`config.mk`:
```
export PLATFORM = sky130hd
export DESIGN_NAME = acdi_ring
export DESIGN_NICKNAME = d
export VERILOG_FILES = /design/src/rtl/acdi_pkg.sv /design/src/rtl/acdi_ring.sv
export SDC_FILE = /design/constraint.sdc
export NUM_CORES = 2
export LEC_CHECK = 0
export BUFFER_PORTS_ARGS = -buffer_cell sky130_fd_sc_hd__buf_2
export CORE_MARGIN = 4
export CORE_UTILIZATION = 28
export CTS_BUF_LIST = sky130_fd_sc_hd__clkbuf_8
export CTS_CLUSTER_SIZE = 25
export DETAILED_ROUTE_END_ITERATION = 6
export MAX_ROUTING_LAYER = met4
export PLACE_DENSITY_LB_ADDON = 0.25
export SKIP_CTS_REPAIR_TIMING = 1
export SLEW_MARGIN = 30
export SYNTH_ARGS = -nofsm -noshare
export SYNTH_HDL_FRONTEND = slang
export SYNTH_SLANG_ARGS = --single-unit
```
`constraint.sdc`:
```
create_clock -name clk -period 6 [get_ports clk]
set_clock_uncertainty 0.1 [all_clocks]
set_input_delay 1.2 -clock clk [delete_from_list [all_inputs] [get_ports clk]]
set_output_delay 1.2 -clock clk [all_outputs]
set_load 0.02 [all_outputs]
```
`src/rtl/acdi_pkg.sv`:
```
// Shared types and constants for the acceleration averaging depth integrator.
// Holds the word layouts of both channels and the configuration codes.
// No dependencies.
`timescale 1ns / 1ps
`default_nettype none

package acdi_pkg;

  localparam int ACCEL_W     = 32;
  localparam int TIME_W      = 32;
  localparam int OUT_W       = 64;
  localparam int DIFF_W      = ACCEL_W + 1;
  localparam int WINDOW_W    = 7;
  localparam int CFG_INDEX_W = 8;
  localparam int CFG_DATA_W  = 32;
  localparam int MAX_WINDOW_DEF = 64;

  localparam logic [ACCEL_W-1:0]  OFFSET_RESET = 32'd17236;
  localparam logic [WINDOW_W-1:0] WINDOW_RESET = 7'd10;

  localparam logic [CFG_INDEX_W-1:0] CFG_ACCEL_OFFSET = 8'd0;
  localparam logic [CFG_INDEX_W-1:0] CFG_WINDOW_SIZE  = 8'd1;

  typedef struct packed {
    logic signed [ACCEL_W-1:0] accel_sample;
    logic [TIME_W-1:0]         timestamp;
  } sample_word_t;

  typedef struct packed {
    logic signed [OUT_W-1:0] depth;
    logic signed [OUT_W-1:0] velocity;
  } result_word_t;

endpackage

`default_nettype wire

```
`src/rtl/acdi_ring.sv`:
```
// Sample ring: synchronous memory of offset-corrected samples.
// One write port, one read port with registered read data. Uses acdi_pkg.
`timescale 1ns / 1ps
`default_nettype none

module acdi_ring
  import acdi_pkg::*;
#(
  parameter int DEPTH = MAX_WINDOW_DEF,
  parameter int AW    = (DEPTH > 1) ? $clog2(DEPTH) : 1
) (
  input  wire logic              clk,
  input  wire logic              rd_en,
  input  wire logic [AW-1:0]     rd_addr,
  output logic      [DIFF_W-1:0] rd_data,
  input  wire logic              wr_en,
  input  wire logic [AW-1:0]     wr_addr,
  input  wire logic [DIFF_W-1:0] wr_data
);

  logic [DIFF_W-1:0] mem [DEPTH];

  always_ff @(posedge clk) begin
    if (wr_en) begin
      mem[wr_addr] <= wr_data;
    end
  end

  always_ff @(posedge clk) begin
    if (rd_en) begin
      rd_data <= mem[rd_addr];
    end
  end

endmodule

`default_nettype wire

```
==> out/metrics.yaml <==
p_total_mw: 29.7
rsz0062_at_grt: "false"
track_usage_pct: 15.1
final_antenna_net_count: 0
fin_nets: 4065
worstMarginPinSlew_ps: 990
ys_seq_elements: 2145
yosysMostFrequentCell: "edfxtp_1"
dp.cells: 7534
synth.avg_cell_area_um2: 22.7
top_layer: "met4"
cts_tree: "yes"
grt_pass1_wl_um: 318000
areaGrowthSynthToFinish_pct: 15.4
setup_tns_ps: 0
dp_hpwl_um: 131000
die-area_mm2: 0.300
setup_viol: 0
viasPerCell: 4.85
grt.overflow.total: 0
wl_met1_um: 99800
hold_viol_final: 0
grt_max_degree: 91
coreArea_mm2: 0.289
vias: 39600
slew_violations: 0
wirelength_um: 224000
worstSetupStartpoint: "rd_addr[0]"
cts_sinks: 2145
cts_buffers: 360
cts-root-buf: "clkbuf_8"
timing.rr.end: "rd_data[23]"
gp_congestion: 0.774
synth_common_cells: "edfxtp_1, mux4_2, nand2_1"
leakagePower_nw: 29.1
power_density_mw_per_mm2: 316
period_share_pct: 59.9
maxSlewHeadroom_pct: 33.8
drive_above_1_share_pct: 28.9
final_cells: 8159
chipWidth_um: 548
synth.largest_area_cell: "edfxtp_1"
required_ps: 6790
final_util_pct: 32.6
arrival_ps: 4390
crit_end: "rd_data[18]"
syn_inst: 3598
synth-edff-count: 2145
grt_pass1_vias: 41200
yosys.area.top_type_share_pct: 79.0
rrSetupSlack_ps: 3700
async_flop_share_pct: 0
grt_antenna_before_repair: 18
drc: 0
r2r_cells: 5
max_cap_viol_count: 0
clk_pin_slew_ps: 60
wl_met3_um: 11200
ys_warn_count: 0
status: "finished, final reports clean"
wl_met2_um: 108000
critPathKind: "in -> reg"
drtIter0Drc: 3900
startpoint_type: "input port"
seq_area_frac_synth_pct: 79.0
min_path_type: "in -> reg"
cp_max_fo: 58
wl_per_cell_um: 27.4
max_freq_ghz: 0.278
port-buffer-count: 80
worst_skew_pair.late_latency_ps: 1060
yosysUniqueCellTypes: 45
period_needed_ps: 3590
start_util_pct: 28.2
r2r_start: "mem[42][23]"
cts_max_path_buffers: 4
syn_area_mm2: 0.0815
ys_top_cells_by_area: "edfxtp_1, mux4_2, mux2i_1"
power.ir.vdd_worst_uv: 241
end_kind: "register"
top_level_ports: 81
htree_levels: 5
drt-pass1-iter-count: 5
die_h_um: 548
ys.flop_type: "edfxtp_1"
rows: 197
syn-num-nets: 3646
-- kinds of logic (layout without fill, tap and decap cells) --
group                  Yosys count  in the layout  share of synthesized area (%)
AOI/OAI and AO/OA              281            281                           2.60
other                            0              7                              0
and+or+nand+nor                378            378                           2.26
DFF                           2145           2145                           79.0
muxes                          587            587                           14.7
buffers and inverters          207            881                           1.47
-- routing by layer --
metal,vias to the layer above,global-route usage (%)
li1,16300,-
met1,21800,20.5
met2,1166,23.7
met3,332,2.61
met4,0,3.55
met5,-,-
-- worst min path at each step --
stage | startpoint | to | slack, ps | depth (start not counted)
detailed placement | mem[26][3] | rd_data[3] | 790 | 4
finish | wr_data[23] | mem[2][23] | 570 | 1
global route | wr_data[23] | mem[17][23] | 490 | 1
CTS | wr_data[23] | mem[2][23] | 440 | 1
floorplan | mem[6][18] | rd_data[18] | 650 | 5
global placement | mem[26][9] | rd_data[9] | 790 | 4
-- report_power, final --
part	switching [mW]	internal [mW]
clock	5.71	5.81
combinational	1.00	0.526
sequential	0.0607	16.6
total	6.77	23.0
-- state kept, by name, summed over array words and instances, names as in the netlist --
| name | flops |
|---|---|
| mem | 2112 |
| rd_data | 33 |
-- through the flow --
stage	cell area, µm²	setup WS (ps)	hold WS [ps]
3_3_place_gp	87600	1210	787
4_1_cts	94000	2350	444
3_5_place_dp	87900	1220	786
5_1_grt	94100	2260	487
2_1_floorplan	81500	1470	653
6_report	94100	2410	574
-- area by class of cell --
type,instances,area [µm²]
antenna,7,17.5
clock buffer,368,5060
clock inverter,249,1090
fill,27600,195000
inverter,3,11.3
multi-input combinational,1246,16400
sequential,2145,64400
tap,3880,4850
timing repair buffer,261,2210
-- cells in the final DEF, fill, tap and decap left out, types with 5 or more instances in the layout --
cell type  instances
edfxtp_1        2145
mux4_2           485
clkbuf_8         368
buf_4            161
inv_1            131
nand2_1          102
mux2i_1           96
clkinv_1          90
nand3_1           86
a22oi_1           77
buf_2             70
nor2_4            66
o22ai_1           59
o221ai_1          46
nand4_1           41
nor2b_1           21
clkinv_2          21
and3_1            19
a211oi_1          19
buf_12            18
a21oi_1           17
o21ai_0           13
and2_1            12
a211oi_2          10
buf_16             9
a211o_1            8
o221a_1            8
a221oi_1           8
o211ai_1           8
diode_2            7
mux2_2             6
nand2b_1           5
nor2_1             5
-- critical path, cell delays in order --
cell and delay (ps):
buf_8 590, buf_12 340, buf_4 610, mux2i_1 160
a22oi_1 240, nand4_1 140, o2111ai_1 710, o22a_1 250
Power figures use the tool's default switching activity.
