### config.mk
export PLATFORM = sky130hd
export DESIGN_NAME = acdi_div
export DESIGN_NICKNAME = d
export VERILOG_FILES = /design/src/rtl/acdi_pkg.sv /design/src/rtl/acdi_div.sv
export SDC_FILE = /design/constraint.sdc
export NUM_CORES = 1
export LEC_CHECK = 0
export BUFFER_PORTS_ARGS = -buffer_cell sky130_fd_sc_hd__buf_2
export CORE_UTILIZATION = 50
export DETAILED_ROUTE_END_ITERATION = 10
export GPL_ROUTABILITY_DRIVEN = 0
export PLACE_DENSITY = 0.74
export REMOVE_ABC_BUFFERS = 1
export SYNTH_ARGS = -nofsm -noshare
export SYNTH_HDL_FRONTEND = slang
export SYNTH_SLANG_ARGS = --single-unit
### constraint.sdc
create_clock -name clk -period 2.9 [get_ports clk]
set_clock_uncertainty 0.05 [all_clocks]
set_input_delay 0.58 -clock clk [delete_from_list [all_inputs] [get_ports clk]]
set_output_delay 0.58 -clock clk [all_outputs]
set_load 0.01 [all_outputs]
### src/rtl/acdi_pkg.sv
// Shared types and constants for the acceleration averaging depth integrator.
// Holds the word layouts of both channels and the configuration codes.
// No dependencies.
`timescale 1ns / 1ps
`default_nettype none

package acdi_pkg;

  localparam int ACCEL_W     = 32;
  localparam int TIME_W      = 32;
  localparam int OUT_W       = 64;
  localparam int DIFF_W      = ACCEL_W + 1;
  localparam int WINDOW_W    = 7;
  localparam int CFG_INDEX_W = 8;
  localparam int CFG_DATA_W  = 32;
  localparam int MAX_WINDOW_DEF = 64;

  localparam logic [ACCEL_W-1:0]  OFFSET_RESET = 32'd17236;
  localparam logic [WINDOW_W-1:0] WINDOW_RESET = 7'd10;

  localparam logic [CFG_INDEX_W-1:0] CFG_ACCEL_OFFSET = 8'd0;
  localparam logic [CFG_INDEX_W-1:0] CFG_WINDOW_SIZE  = 8'd1;

  typedef struct packed {
    logic signed [ACCEL_W-1:0] accel_sample;
    logic [TIME_W-1:0]         timestamp;
  } sample_word_t;

  typedef struct packed {
    logic signed [OUT_W-1:0] depth;
    logic signed [OUT_W-1:0] velocity;
  } result_word_t;

endpackage

`default_nettype wire

### src/rtl/acdi_div.sv
// Restoring divider that takes the window sum apart by the window length.
// One quotient bit per cycle, quotient truncated toward zero. Uses acdi_pkg.
`timescale 1ns / 1ps
`default_nettype none

module acdi_div
  import acdi_pkg::*;
#(
  parameter int SW = 39,
  parameter int NW = 7
) (
  input  wire logic          clk,
  input  wire logic          rst,
  input  wire logic          start,
  input  wire logic [SW-1:0] dividend,
  input  wire logic [NW-1:0] divisor,
  output logic               done,
  output logic               neg,
  output logic [ACCEL_W-1:0] quot
);

  localparam int CNT_W = $clog2(SW + 1);

  logic             busy;
  logic [CNT_W-1:0] count;
  logic [SW-1:0]    dvd;
  logic [NW-1:0]    rem;
  logic [NW-1:0]    dsr;
  logic [NW:0]      trial;
  logic             qbit;

  always_comb begin
    trial = {rem, dvd[SW-1]};
    qbit  = (trial >= {1'b0, dsr});
  end

  always_ff @(posedge clk) begin
    if (rst) begin
      busy  <= 1'b0;
      done  <= 1'b0;
      count <= '0;
    end else begin
      done <= 1'b0;
      if (start) begin
        busy  <= 1'b1;
        count <= CNT_W'(SW);
      end else if (busy) begin
        count <= count - CNT_W'(1);
        if (count == CNT_W'(1)) begin
          busy <= 1'b0;
          done <= 1'b1;
        end
      end
    end
  end

  always_ff @(posedge clk) begin
    if (start) begin
      neg <= dividend[SW-1];
      dvd <= dividend[SW-1] ? (~dividend + SW'(1)) : dividend;
      rem <= '0;
      dsr <= divisor;
    end else if (busy) begin
      dvd <= {dvd[SW-2:0], qbit};
      rem <= qbit ? NW'(trial - {1'b0, dsr}) : NW'(trial);
    end
  end

  assign quot = dvd[ACCEL_W-1:0];

endmodule

`default_nettype wire

==> flow_results.org <==
** Detailed routing
- Uppermost layer routed :: met4
- Number of design-rule violations left by the first detailed-router iteration :: between 100 and 150
- Routed wire per std cell :: about 15 um
- Final antenna-violating net count :: 0
- Detailed routing inserted a total of 3319 vias.
- Metal1 wirelength :: about 3900 um
- Length of routed met3 wiring :: slightly below 600 um
- Via-per-instance ratio :: about 5.7
- Detailed routing placed a total of 4180 um of wire on met2.
- Total iterations of the first detailed-routing run :: 4
- After detailed routing, the number of remaining DRC violations is 0.
- Wires add up to 8910 um.

** Timing
- For the pin with the worst max-slew slack, the measured transition is roughly 0.70 ns.
- Number of hold violations in the final report :: 0
- Count of pins over their slew limit :: 0
- Post-route clock period utilization :: 85.0%
- Sum Neg Setup Slack :: 0 ns
- Final-report setup violation count :: 0
- Static timing analysis puts the maximum clock frequency at roughly 0.41 GHz.
- The smallest clock period supported by the final layout is computed as around 2.5 ns.
- Slew Limit Headroom :: between 50% and 60%
- Setup repair after global routing left no endpoint under its margin.

** Floorplanning
- DIE HEIGHT :: just over 90 um
- I/O pins :: 83
- Row generation in the floorplan step produced 32 rows.
- Core outline area :: between 7000 and 8000 um^2
- Initial core utilization :: 52.0%
- Die Span X :: between 90 and 100 um
- Die Area :: 8440 um^2

** Critical path
- The worst register-to-register path has a depth of 7.
- Arrival time of the worst setup path :: approximately 2.7 ns
- Endpoint required time on the critical path :: 3.09 ns
- The worst setup path is launched from a flip-flop.
- Launching element of the worst setup path :: dsr[0]$_DFFE_PP_
- CP Max Fanout :: 6
- End of the critical path :: rem[5]$_SDFFE_PP0P_
- The worst register-to-register path begins at dsr[0]$_DFFE_PP_.
- Setup slack of the most critical reg-to-reg path :: around 0.43 ns
- Worst flop-to-flop path endpoint :: rem[5]$_SDFFE_PP0P_
- Crit path capture type :: flip-flop
- The setup path with the least slack is of type reg2reg.

** Synth
- The top cell type by area accounts for a little over a third of the synthesized area.
- For this run, the register share of the synthesized area comes to between 40% and 50%.
- The largest total area in the synthesized netlist belongs to edfxtp_1.
- The Yosys step of the flow raised 0 warnings.
- Post-synth EDFFs :: 47
- After synthesis, the cell types taking the most area are edfxtp_1 35%, dfxtp_1 7.4%, xor2_1 6.3%.
- Post-Synthesis Cell Area :: a little over 4000 um^2
- The cell count after synthesis came out at ~430.
- In this run, synthesis produced a sequential element count of 62.
- Post-Syn Area per Cell :: about 9.5 um^2
- Counting distinct cell types in the post-synthesis netlist gives 58.
- Fraction of registers with async set or reset after synthesis :: 0%
- Ys flop type :: edfxtp_1

** CTS
- In this run, post-CTS repair resized a total of 0 instances.
- Master cell of the clock root buffer :: clkbuf_8
- Counting the buffers created by CTS gives 9.
- In this run the number of H-tree levels came out at 3.
- Hold bufs inserted after CTS :: 0
- Clock tree from TritonCTS :: yes
- Buffer count from post-CTS setup fixing :: 0
- Number of buffers on the longest clock path :: 2
- Clock-pin transition on the worst setup and hold timing paths :: roughly 0.070 ns
- Clock latency on the worst-skew pair :: around 0.34 ns
- The clock drives 62 sinks.

** Layout
- Once layout is complete, the cells apart from fillers number just under 600.
- Final standard cell utilization of the core :: 58.2%
- After routing the design area is 4520 um^2.
- Diode count :: 0
- Of the cells placed in the final design, the portion with a size suffix greater than 1 is 25.7%.
- Compared with the post-synthesis result, the final layout area differs by 12.0%.
- The net count of the finished layout is 537.

** Power and ir drop
- Worst ir drop on vdd :: around 210 uV
- Leakage Power :: between 1.5 and 2 nW
- Power spread over the standard cell area amounts to between 500 and 600 nW/um^2.

** Placement
- In this run the cell area measured after placement is between 4000 and 5000 um^2.
- Cells after DPL :: roughly 570
- During placement, the flow inserted port buffers numbering just over 80.
- Hpwl dp :: ~6300 um

** Global route
- First-pass GRT wire length :: between 15000 and 20000 um
- Total global-route track usage :: 22.7%
- Entering global routing, the biggest net connects 47 pins.
- The number of global-route vias before repair was about 3300.
- The total overflow left after global routing is 0.
- The initial antenna violation count came to 1.

** Worst hold path
- Type of the most critical hold path :: in2reg

** Run
- Max-cap violation count :: 0

** Run status
- The run finished with clean final reports.
synth_stat cells, drive strengths merged (8+ instances only):
| cell | count |
|---|---|
| edfxtp | 47 |
| nor2 | 49 |
| ha | 10 |
| o21ai | 15 |
| a21oi | 43 |
| buf | 37 |
| clkbuf | 17 |
| dfxtp | 15 |
| nor3 | 14 |
| nand2 | 16 |
| o41ai | 8 |
| xnor2 | 10 |
| nand3 | 11 |
| inv | 21 |
| o31ai | 11 |
| xor2 | 29 |
report_power, final:
group	leakage (nW)	switching [mW]	internal, mW	total [mW]
combinational	1.12	0.297	0.215	0.512
sequential	0.586	0.0496	1.07	1.11
clock	0.104	0.343	0.405	0.748
total	1.81	0.690	1.69	2.38
worst min-delay path by stage:
| stage | from | endpoint | slack [ns] | cells past startpoint |
|---|---|---|---|---|
| 2_1_floorplan | rem[6]$_SDFFE_PP0P_ | rem[6]$_SDFFE_PP0P_ | 0.41 | 2 |
| 3_3_place_gp | rem[6]$_SDFFE_PP0P_ | rem[6]$_SDFFE_PP0P_ | 0.44 | 2 |
| 3_5_place_dp | rem[6]$_SDFFE_PP0P_ | rem[6]$_SDFFE_PP0P_ | 0.47 | 2 |
| 4_1_cts | divisor[5] | dsr[5]$_DFFE_PP_ | 0.35 | 1 |
| 5_1_grt | divisor[5] | dsr[5]$_DFFE_PP_ | 0.35 | 1 |
| 6_report | divisor[5] | dsr[5]$_DFFE_PP_ | 0.36 | 1 |
kinds of logic (layout without fill, tap and decap cells):
| kind of cell | after synthesis | count (layout) | synth area share [%] |
|---|---|---|---|
| and+or+nand+nor | 132 | 132 | 17.5 |
| AOI/OAI and AO/OA | 106 | 106 | 17.5 |
| buffers and inverters | 76 | 131 | 10.3 |
| DFF | 62 | 62 | 42.4 |
| xor gates and xnor gates | 39 | 39 | 8.46 |
| adders and majority gates | 11 | 11 | 3.59 |
| muxes | 1 | 1 | 0.248 |
worst max-delay path: stages, from the launching register on:
cell and delay, ns:
edfxtp_1 0.38, ha_1 0.22, fa_1 0.41, nor2b_1 0.21
o21ai_0 0.17, a31oi_1 0.45, o21ai_0 0.15, a311oi_1 0.31
metrics by stage:
stage,worst slack [ns],power (mW),hold WS (ns)
after CTS,0.438,2.39,0.351
final,0.434,2.38,0.360
after global placement,0.304,1.62,0.435
after detailed placement,0.264,1.64,0.468
after global routing,0.190,2.50,0.346
after floorplan,0.446,1.43,0.415
state kept, by name (all words and copies together) (netlist names):
name / flops
dvd: 39
dsr: 7
rem: 7
count: 6
busy: 1
done: 1
neg: 1
routing by layer:
| layer | track usage [%] | up-vias |
|---|---|---|
| met1 | 28.5 | 1555 |
| met3 | 5.56 | 18 |
| met5 | 0 | - |
| li1 | - | 1632 |
| met4 | 10.8 | 0 |
| met2 | 36.8 | 114 |
cell usage in the layout, fill, tap and decap left out, drive strengths merged, types with 3 or more instances in the layout:
master,synthesis,layout
buf,37,93
nor2,49,49
edfxtp,47,47
a21oi,43,43
xor2,29,29
inv,21,21
nand2,16,16
o21ai,15,15
dfxtp,15,15
nor3,14,14
clkbuf,17,13
nand3,11,11
o31ai,11,11
xnor2,10,10
ha,10,10
o41ai,8,8
nor2b,7,7
nor4,7,7
nand4,6,6
a311oi,5,5
or4,5,5
or3,5,5
o311ai,4,4
clkinv,1,4
or2,3,3
a31oi,3,3
layout make-up:
class                   count  area, um^2
multi-input cells         289        1910
clock buffers              13         180
inverters                  22        82.6
flip-flops and latches     62        1710
repair buffers             93         493
clock inverters             3        15.0
well taps                 102         128
fillers                   735        3250
Power figures use the tool's default switching activity.
