<file path="src/rtl/acdi_pkg.sv">
// Shared types and constants for the acceleration averaging depth integrator.
// Holds the word layouts of both channels and the configuration codes.
// No dependencies.
`timescale 1ns / 1ps
`default_nettype none

package acdi_pkg;

  localparam int ACCEL_W     = 32;
  localparam int TIME_W      = 32;
  localparam int OUT_W       = 64;
  localparam int DIFF_W      = ACCEL_W + 1;
  localparam int WINDOW_W    = 7;
  localparam int CFG_INDEX_W = 8;
  localparam int CFG_DATA_W  = 32;
  localparam int MAX_WINDOW_DEF = 64;

  localparam logic [ACCEL_W-1:0]  OFFSET_RESET = 32'd17236;
  localparam logic [WINDOW_W-1:0] WINDOW_RESET = 7'd10;

  localparam logic [CFG_INDEX_W-1:0] CFG_ACCEL_OFFSET = 8'd0;
  localparam logic [CFG_INDEX_W-1:0] CFG_WINDOW_SIZE  = 8'd1;

  typedef struct packed {
    logic signed [ACCEL_W-1:0] accel_sample;
    logic [TIME_W-1:0]         timestamp;
  } sample_word_t;

  typedef struct packed {
    logic signed [OUT_W-1:0] depth;
    logic signed [OUT_W-1:0] velocity;
  } result_word_t;

endpackage

`default_nettype wire

</file>
<file path="src/rtl/acdi_integ.sv">
// Double integrator: velocity and depth accumulators with saturation.
// One shared 32 by 32 multiplier is stepped by a small sequencer. Uses acdi_pkg.
`timescale 1ns / 1ps
`default_nettype none

module acdi_integ
  import acdi_pkg::*;
(
  input  wire logic               clk,
  input  wire logic               rst,
  input  wire logic               start,
  input  wire logic               avg_neg,
  input  wire logic [ACCEL_W-1:0] avg_mag,
  input  wire logic [TIME_W-1:0]  dt,
  output logic                    done,
  output logic [OUT_W-1:0]        depth,
  output logic [OUT_W-1:0]        velocity
);

  typedef enum logic [7:0] {
    I_IDLE  = 8'b0000_0001,
    I_MULV  = 8'b0000_0010,
    I_VADD  = 8'b0000_0100,
    I_MAGV  = 8'b0000_1000,
    I_MULD0 = 8'b0001_0000,
    I_MULD1 = 8'b0010_0000,
    I_COMB  = 8'b0100_0000,
    I_DADD  = 8'b1000_0000
  } integ_state_t;

  localparam logic [OUT_W-1:0] SIGN_BIT = {1'b1, {(OUT_W-1){1'b0}}};

  function automatic logic [OUT_W-1:0] sat_add(input logic [OUT_W-1:0] acc,
                                               input logic             sub,
                                               input logic [OUT_W-1:0] mag,
                                               input logic             huge);
    logic [OUT_W-1:0] u;
    logic [OUT_W:0]   s;
    logic [OUT_W-1:0] r;
    u = acc ^ SIGN_BIT;
    s = {1'b0, u} + {1'b0, mag};
    if (!sub) begin
      r = (huge || s[OUT_W]) ? (SIGN_BIT - OUT_W'(1)) : (s[OUT_W-1:0] ^ SIGN_BIT);
    end else begin
      r = (huge || (mag > u)) ? SIGN_BIT : ((u - mag) ^ SIGN_BIT);
    end
    return r;
  endfunction

  integ_state_t      state;
  logic              neg;
  logic [OUT_W-1:0]  opa;
  logic [TIME_W-1:0] dt_reg;
  logic [63:0]       prod_lo;
  logic [63:0]       prod_hi;
  logic [95:0]       prod_full;
  logic [31:0]       mul_a;
  logic [63:0]       mul_p;
  logic [OUT_W-1:0]  vstep;
  logic [76:0]       dstep;
  logic              dround;

  always_comb begin
    mul_a  = (state == I_MULD1) ? opa[63:32] : opa[31:0];
    mul_p  = {32'b0, mul_a} * {32'b0, dt_reg};
    vstep  = OUT_W'(prod_lo[63:20]) + OUT_W'(neg && (prod_lo[19:0] != 20'd0));
    dround = neg && (prod_full[19:0] != 20'd0);
    dstep  = {1'b0, prod_full[95:20]} + 77'(dround);
  end

  always_ff @(posedge clk) begin
    if (rst) begin
      state    <= I_IDLE;
      done     <= 1'b0;
      velocity <= '0;
      depth    <= '0;
    end else begin
      done <= 1'b0;
      unique case (state)
        I_IDLE: begin
          if (start) begin
            state <= I_MULV;
          end
        end
        I_MULV:  state <= I_VADD;
        I_VADD: begin
          velocity <= sat_add(velocity, neg, vstep, 1'b0);
          state    <= I_MAGV;
        end
        I_MAGV:  state <= I_MULD0;
        I_MULD0: state <= I_MULD1;
        I_MULD1: state <= I_COMB;
        I_COMB:  state <= I_DADD;
        I_DADD: begin
          depth <= sat_add(depth, neg, dstep[63:0], dstep[76:64] != 13'd0);
          done  <= 1'b1;
          state <= I_IDLE;
        end
        default: state <= I_IDLE;
      endcase
    end
  end

  always_ff @(posedge clk) begin
    if (state == I_IDLE && start) begin
      neg    <= avg_neg;
      opa    <= OUT_W'(avg_mag);
      dt_reg <= dt;
    end
    if (state == I_MULV || state == I_MULD0) begin
      prod_lo <= mul_p;
    end
    if (state == I_MAGV) begin
      neg <= velocity[OUT_W-1];
      opa <= velocity[OUT_W-1] ? (~velocity + OUT_W'(1)) : velocity;
    end
    if (state == I_MULD1) begin
      prod_hi <= mul_p;
    end
    if (state == I_COMB) begin
      prod_full <= {prod_hi, 32'b0} + {32'b0, prod_lo};
    end
  end

endmodule

`default_nettype wire
</file>
<file path="config.mk">
export PLATFORM = sky130hd
export DESIGN_NAME = acdi_integ
export DESIGN_NICKNAME = d
export VERILOG_FILES = /design/src/rtl/acdi_pkg.sv /design/src/rtl/acdi_integ.sv
export SDC_FILE = /design/constraint.sdc
export NUM_CORES = 2
export LEC_CHECK = 0
export ABC_AREA = 0
export BUFFER_PORTS_ARGS = -buffer_cell sky130_fd_sc_hd__buf_2
export CELL_PAD_IN_SITES_DETAIL_PLACEMENT = 0
export CELL_PAD_IN_SITES_GLOBAL_PLACEMENT = 2
export CORE_UTILIZATION = 41
export CTS_CLUSTER_SIZE = 40
export DETAILED_ROUTE_END_ITERATION = 8
export GPL_TIMING_DRIVEN = 0
export PLACE_DENSITY_LB_ADDON = 0.08
export SLEW_MARGIN = 20
export SYNTH_ARGS = -nofsm -noshare
export SYNTH_HDL_FRONTEND = slang
export SYNTH_SLANG_ARGS = --single-unit
</file>
<file path="constraint.sdc">
create_clock -name clk -period 15.6 [get_ports clk]
set_clock_uncertainty 0.05 [all_clocks]
set_input_delay 3.12 -clock clk [delete_from_list [all_inputs] [get_ports clk]]
set_output_delay 3.12 -clock clk [all_outputs]
set_load 0.02 [all_outputs]
</file>
==> reports/results.txt <==
vias in the first global route: 60826
CTS Sinks: 458
HPWL Detailed: 263000 um
drt initial violations: 6204
antenna viol nets, final: 0
fmax: 78.6 MHz
global-route usage over all layers: 37.0%
max-capacitance violation count: 0
Worst Hold Path Cells: 0
Post-synth EDFFs: 321
post-cts gate resize count: 0
ys async rst share: 0%
max FFs per register: 96
Initial Util: 41.4%
final setup violation count: 0
Worst EP required: 15.96 ns
Avg WL per Cell: 30.1 um
Synth Area per Inst: 8.66 um^2
Post-DP Area: 73500 um^2
Synthesized Nets: 9492
Startpoint Class: flip-flop
most frequent CP cell: fa_1
Critical path buffers and inverters: 5
CP max stage delay: 0.83 ns
CP Class: reg2reg
core box area: 168000 um^2
Slew @ Worst Pin: 1.28 ns
DR pass1 iterations: 8
initial antenna violation count: 18
largest fanout on the critical path: 10
critical path's slowest cell: clkbuf_1
CTS tree: yes
largest net degree at the start of global routing: 54
commonest non-fill, non-tap cells in the layout: inv_1, fa_1, nand2_1
worst r2r path cells: 31
period utilisation layout: 81.5%
delay-heaviest family, CP: adder cells
number of fill cells in the layout: 16952
predominant post-synthesis flop cell: edfxtp_1
# port buffers: 195
grt ovf: 0
Root Driver: clkbuf_16
GPL Wtd Cong: 0.980
die area: 171000 um^2
worst hold path class: reg2reg
Die Ht: 413 um
Tmin final: 12.72 ns
Stages on worst setup path: 31
post-CTS setup buffers: 0
Arrival @ worst endpoint: 13.08 ns
Synth Instances: 8004
leading cell type in the layout, fill and taps excluded: inv_1
outcome: completed
Skew-Pair Late Insertion Delay: 0.77 ns
vias post-DR: 61442
Rows: 150
Die W: 413 um
final instance area: 75500 um^2
wirelength, routed: 317000 um
DR DRC count: 0
area delta synth->final: 8.90%
# hold bufs at CTS: 0
layout cells sized above 1: 5.21%
Vias/cell: 5.83
first-pass GRT wire length: 449000 um
Seq/Total Area, Yosys: 17.9%
Slew Limit Headroom: 14.6%
RSZ-0062 raised after global routing: false
H-Tree Level Count: 2
critical path capture point type: flip-flop
fin util: 45.0%
Clock Path Buffers: 3
Final nets: 9766
Reg clk slew, reported paths: 0.06 ns
final hold vios: 0
Distinct cells, synth: 92
final setup TNS: 0 ns
final hold slack: 0.347 ns
Ports: 197
FF+latch count, synth: 458
Synth Cell Area: 69300 um^2
Num CTS Buffers: 60
Final Max Slew Viols: 0
Reg with most FFs: prod_full
Ys Warns: 0
[path summary, 6_finish.rpt]
path	to	slack, ns	start
hold / removal	prod_full[15]	0.35	prod_lo[15]
hold reg to reg	prod_full[15]	0.35	prod_lo[15]
setup / recovery	prod_hi[63]	2.88	state[1]
setup reg to reg	prod_hi[63]	2.88	state[1]
[final cells by class]
cell class | count | area [um^2] | area share, %
multi-input combinational | 5968 | 51000 | 67.6
sequential | 458 | 12400 | 16.4
inverter | 1148 | 4310 | 5.72
tap | 2204 | 2760 | 3.65
buffer | 430 | 1670 | 2.21
clock buffer | 65 | 1520 | 2.01
timing repair buffer | 212 | 1330 | 1.76
clock inverter | 45 | 472 | 0.625
antenna | 3 | 7.51 | 0.00995
[metrics by stage]
| step | std cells | setup slack [ns] |
|---|---|---|
| floorplan | 8004 | 4.61 |
| global placement | 10403 | 0.143 |
| detailed placement | 10420 | 2.88 |
| CTS | 10530 | 2.85 |
| global route | 10530 | 2.45 |
| finish | 10533 | 2.88 |
[logic make-up (layout without fill, tap and decap cells)]
group / after synthesis / in the layout / synth area share (%)
AND/OR/NAND/NOR: 2615 / 2615 / 18.9
buffers and inverters: 1578 / 1900 / 8.56
AO/OA/AOI/OAI: 1547 / 1547 / 14.4
multiplexers: 14 / 14 / 0.204
adder cells (fa/ha/maj): 1420 / 1420 / 35.4
XOR/XNOR: 372 / 372 / 4.70
flip-flops: 458 / 458 / 17.9
other: 0 / 3 / 0
[cells in the mapped netlist (14+ instances only)]
cell type / instances / area (um^2)
a221o_1: 20 / 200
xor2_1: 148 / 1300
nand2_1: 834 / 3130
and2_1: 615 / 3850
o41ai_1: 15 / 131
dfxtp_1: 137 / 2740
a21oi_1: 446 / 2230
a221oi_1: 20 / 175
or3_1: 49 / 307
fa_1: 901 / 18000
a31oi_1: 57 / 357
nor4_1: 82 / 513
buf_1: 14 / 52.6
and4_1: 20 / 175
inv_1: 1146 / 4300
o22ai_1: 28 / 175
o21ai_0: 352 / 1760
o211ai_1: 33 / 248
or4_1: 19 / 143
o31ai_1: 58 / 435
clkbuf_1: 407 / 1530
xnor2_1: 224 / 1960
a21boi_0: 15 / 113
edfxtp_1: 321 / 9640
o221a_2: 18 / 203
a21o_1: 133 / 998
or2_2: 22 / 138
ha_1: 519 / 6490
and3_1: 61 / 382
a211o_1: 18 / 158
nand2b_1: 41 / 257
o21bai_1: 78 / 586
nor3_1: 125 / 626
a311oi_1: 22 / 193
o21a_1: 40 / 300
o221ai_1: 31 / 272
nand4_1: 84 / 526
nor2b_1: 37 / 231
nand3_1: 132 / 661
a211oi_1: 51 / 383
nor2_1: 434 / 1630
[metal layers]
layer / vias up / part of all wire, % / GRT usage, %
li1: 27058 / - / -
met1: 31265 / 41 / 48.3
met2: 2528 / 46 / 60.2
met3: 585 / 6.7 / 4.85
met4: 6 / 5.9 / 18.0
met5: - / 0.012 / 0
Power is left out: the tool's default activity adds up to more than one toggle a clock period on the data nets, which glitch-free logic cannot reach.
